$ cat src/sv/gimli_pkg.sv
`timescale 1ns / 1ps

package gimli_pkg;

    localparam int WORD_W      = 32;
    localparam int NUM_WORDS   = 12;
    localparam int MAX_ROUNDS  = 24;
    localparam int RND_W       = 5;

    typedef logic [WORD_W-1:0] word_t;
    typedef word_t [NUM_WORDS-1:0] state_t;

    localparam word_t ROUND_CONST = 32'h9e377900;

endpackage

$ cat src/sv/gimli_cell.sv
`timescale 1ns / 1ps

module gimli_cell #(
    parameter int ROUND_NUM = 24
) (
    input  logic             clk,
    input  logic             rst_n,
    input  logic             in_valid,
    output logic             in_ready,
    input  gimli_pkg::state_t in_state,
    output logic             out_valid,
    input  logic             out_ready,
    output gimli_pkg::state_t out_state
);
    import gimli_pkg::*;

    localparam logic [RND_W-1:0] RND = ROUND_NUM[RND_W-1:0];
    localparam word_t RND_XOR = ROUND_CONST | word_t'(RND);

    logic   valid_reg;
    state_t state_reg;
    state_t state_next;

    // SP-box on each column, then the swap / constant step of this round
    always_comb
    begin
        word_t  x;
        word_t  y;
        word_t  z;
        state_t sp;
        sp = in_state;
        for (int c = 0; c < 4; c++)
        begin
            x = {in_state[c][7:0], in_state[c][31:8]};
            y = {in_state[4+c][22:0], in_state[4+c][31:23]};
            z = in_state[8+c];
            sp[8+c] = x ^ (z << 1) ^ ((y & z) << 2);
            sp[4+c] = y ^ x ^ ((x | z) << 1);
            sp[c]   = z ^ y ^ ((x & y) << 3);
        end
        state_next = sp;
        if (RND[1:0] == 2'd0)
        begin
            state_next[0] = sp[1] ^ RND_XOR;
            state_next[1] = sp[0];
            state_next[2] = sp[3];
            state_next[3] = sp[2];
        end
        else if (RND[1:0] == 2'd2)
        begin
            state_next[0] = sp[2];
            state_next[1] = sp[3];
            state_next[2] = sp[0];
            state_next[3] = sp[1];
        end
    end

    assign in_ready  = !valid_reg || out_ready;
    assign out_valid = valid_reg;
    assign out_state = state_reg;

    always_ff @(posedge clk or negedge rst_n)
    begin
        if (!rst_n)
        begin
            valid_reg <= 1'b0;
        end
        else if (in_ready)
        begin
            valid_reg <= in_valid;
        end
    end

    always_ff @(posedge clk)
    begin
        if (in_ready && in_valid)
        begin
            state_reg <= state_next;
        end
    end

endmodule

$ cat config.mk
export PLATFORM = sky130hd
export DESIGN_NAME = gimli_cell
export DESIGN_NICKNAME = d
export VERILOG_FILES = /design/src/sv/gimli_pkg.sv /design/src/sv/gimli_cell.sv
export SDC_FILE = /design/constraint.sdc
export NUM_CORES = 1
export LEC_CHECK = 0
export CAP_MARGIN = 20
export CELL_PAD_IN_SITES_DETAIL_PLACEMENT = 0
export CELL_PAD_IN_SITES_GLOBAL_PLACEMENT = 2
export CORE_AREA = 2 2 298 300
export CTS_CLUSTER_SIZE = 16
export DETAILED_ROUTE_END_ITERATION = 10
export DIE_AREA = 0 0 300 302
export DONT_BUFFER_PORTS = 1
export PLACE_DENSITY = 0.52
export SYNTH_ARGS = -nofsm -noshare
export SYNTH_HDL_FRONTEND = slang
export SYNTH_SLANG_ARGS = --single-unit
$ cat constraint.sdc
create_clock -name clk -period 9.1 [get_ports clk]
set_input_delay 1.82 -clock clk [delete_from_list [all_inputs] [get_ports clk]]
set_output_delay 1.82 -clock clk [all_outputs]
set_load 0.02 [all_outputs]
==> run summary <==
Clock network
- yes — CTS tree
- 48 — total CTS buffers
- 590 ps — Clk Latency, worst-skew pair
- 60 ps — clock slew at reported path FFs
- 0 — number of setup buffers added after CTS
- 0 — # resized after CTS
- clkbuf_16 — cell at the root of the clock tree
- 0 — Post-CTS Hold Buffers
- 385 — number of clock sinks
- 3 — clock buffer depth
- 2 — total number of H-tree levels

Logic synthesis
- 8 — Distinct cells, synth
- 0.594 — share of the synthesized area in the top cell type
- 19,400 um2 — netlist area before placement
- 0.00260 — share of synthesized registers carrying an async set or reset
- 0 — count of yosys warnings during synthesis
- edfxtp_1 — most area-hungry cell type in the Yosys netlist
- 15.5 um2 — mean instance size in the synthesized netlist
- 0.595 — sequential share of the synthesized area
- 1,252 — synthesized instance count
- edfxtp_1, xnor2_1, ha_1, xor2_1, nor2_1 — top cells by area in the synthesized netlist
- 1,876 — net count after synthesis
- edfxtp_1 — top flip-flop cell by instance count after synthesis
- xnor2_1, edfxtp_1, ha_1, nor2_1, xor2_1 — commonest cells in the netlist
- xnor2_1 — most common cell in the netlist
- 385 — flops & latches, synth
- 384 — number of enable flip-flop cells after synthesis

STA
- 3910 ps — min Tclk post-route
- 18.2 ps — clock skew after layout
- 0 — number of setup violations in the final report
- 0 — Max Transition Viols Final
- no — unrepaired setup endpoints after global routing
- 0 — number of endpoints with negative hold slack in the final report
- 0.317 — max-slew headroom at the worst pin
- 0.430 — final period utilization
- 1030 ps — transition time at the pin with the least slew margin
- 256 MHz — max frequency
- 0 ps — Final TNS setup

Power
- 0.120 mV — worst voltage drop across the vdd grid
- 219 nW/um2 — total power divided by cell area
- 4.93 mW — Pwr Total
- 7.84 nW — Static Leakage

Floorplan
- 109 — site row count
- 90,600 um2 — total die area
- 300 um — die width
- 87,600 um2 — Core Box Area
- 0.222 — effective utilization at floorplan
- 774 — count of boundary I/O pins
- 302 um — die height

Route
- 61,500 um — post-detailed-routing wire length
- 3.85 — Vias/cell
- 5 — detailed-router iteration count before antenna repair
- 436 — Iteration-0 DRC Markers
- 9,665 — Vias
- 24.5 um — detail-routed net length per standard cell
- 0 — DRC Markers
- 0 — remaining number of nets flagged by the antenna check after routing

Finish
- 0 — number of antenna repair diodes
- 9,077 — filler instances
- 7850 um2 — area of combinational cells with multiple inputs
- 0.0558 — share of final-layout standard cells stronger than drive strength 1
- 1,929 — number of nets in the final layout
- 11,600 um2 — FF/Latch Area
- 15.9% — synthesis-to-layout area growth

Global routing
- 0 — final global-route overflow total
- 150 — pin count of the biggest net entering global routing
- 0 — antenna violations before repair
- 0.129 — overall fraction of global-route tracks in use
- 83,300 um — first-pass GRT wire length
- 10,600 — vias in the first global route

Place
- 0 — number of port buffers
- 0.879 — RePlAce Congestion
- 50,600 um — half-perimeter wire length after placement

Hold path
- flop to flop — worst hold path type

Setup path
- 7280 ps — Required @ worst endpoint
- nand2b_1 — Crit-path slowest cell
- 0 — combined buffer and inverter count along the critical path
- simple AND/OR/NAND/NOR gates — kind of cell adding the most delay to the critical path
- 3 — largest fanout on the critical path
- 2090 ps — endpoint arrival time on the critical path
- input pin to primary output — Crit Path Class
- input pin — critical path launch point type
- primary output — type of element capturing the critical path
- 270 ps — Crit path largest cell delay
- nand2b_1 — crit path cell chain

Outcome
- finished clean — run status

Flow run
- 0 — number of max-cap violations

## worst paths after layout
check | startpoint | end | slack, ps | cells after the start
setup / recovery | out_ready | in_ready | 5190 | 1
hold / removal | out_valid | out_valid | 910 | 2
setup reg to reg | out_valid | out_state[179] | 6550 | 3
hold reg to reg | out_valid | out_valid | 910 | 2
max in group asynchronous | rst_n | out_valid | 8100 | 0
min in group asynchronous | rst_n | out_valid | 930 | 0
## routing by layer
metal,vias up,GRT usage,wire length (um)
met5,-,0,0
met2,487,0.239,32300
met3,64,0.0760,8020
li1,4541,-,-
met4,0,0.0312,1110
met1,4573,0.122,20100
## worst register-to-register path, stage by stage, from the launching register on
cell and delay, ps:
dfrtp_1 450, nand2b_1 290, and2_4 530, buf_12 580
## cells by family (layout without fill, tap and decap cells)
| logic type | Yosys count | count (layout) | synth area share |
|---|---|---|---|
| xor gates and xnor gates | 504 | 504 | 0.227 |
| and+or+nand+nor | 127 | 127 | 0.0250 |
| DFF | 385 | 385 | 0.595 |
| adders and majority gates | 236 | 236 | 0.152 |
| buffers and inverters | 0 | 91 | 0 |
## cells in the final DEF (no fill, tap or decap)
cell	n
and2_4	1
dfrtp_1	1
clkbuf_16	49
xor2_1	109
clkinvlp_4	4
nand2b_1	2
inv_6	3
buf_12	2
clkbuf_1	9
nor2_1	124
buf_4	1
clkinv_4	2
edfxtp_1	384
bufinv_16	6
ha_1	236
xnor2_1	395
clkinv_2	7
clkinv_1	8
## flip-flops by register name (all words and copies together), names as in the netlist
signal / flops
out_state: 384
out_valid: 1
## stage by stage
| step | setup WS (ps) | utilization | instances | area [um2] | hold WS, ps |
|---|---|---|---|---|---|
| 6_report | 5190 | 0.257 | 2508 | 22500 | 907 |
| 5_1_grt | 5160 | 0.257 | 2508 | 22500 | 888 |
| 4_1_cts | 5180 | 0.257 | 2508 | 22500 | 879 |
| 3_5_place_dp | 5180 | 0.239 | 2420 | 20900 | 907 |
| 3_3_place_gp | 5190 | 0.239 | 2420 | 20900 | 920 |
| 2_1_floorplan | 1820 | - | 1252 | 19400 | 782 |
## cell type report
| cell class | instances | share of cell area |
|---|---|---|
| flip-flops and latches | 385 | 0.514 |
| well taps | 1165 | 0.0648 |
| clock inverters | 30 | 0.0142 |
| clock buffers | 58 | 0.0560 |
| multi-input cells | 867 | 0.349 |
| repair buffers | 3 | 0.00211 |
## power by group
group | switching (mW) | internal, mW
combinational | 0.241 | 0.253
sequential | 0.288 | 2.20
clock | 0.790 | 1.16
total | 1.32 | 3.61
(Power assumes the default switching activity.)
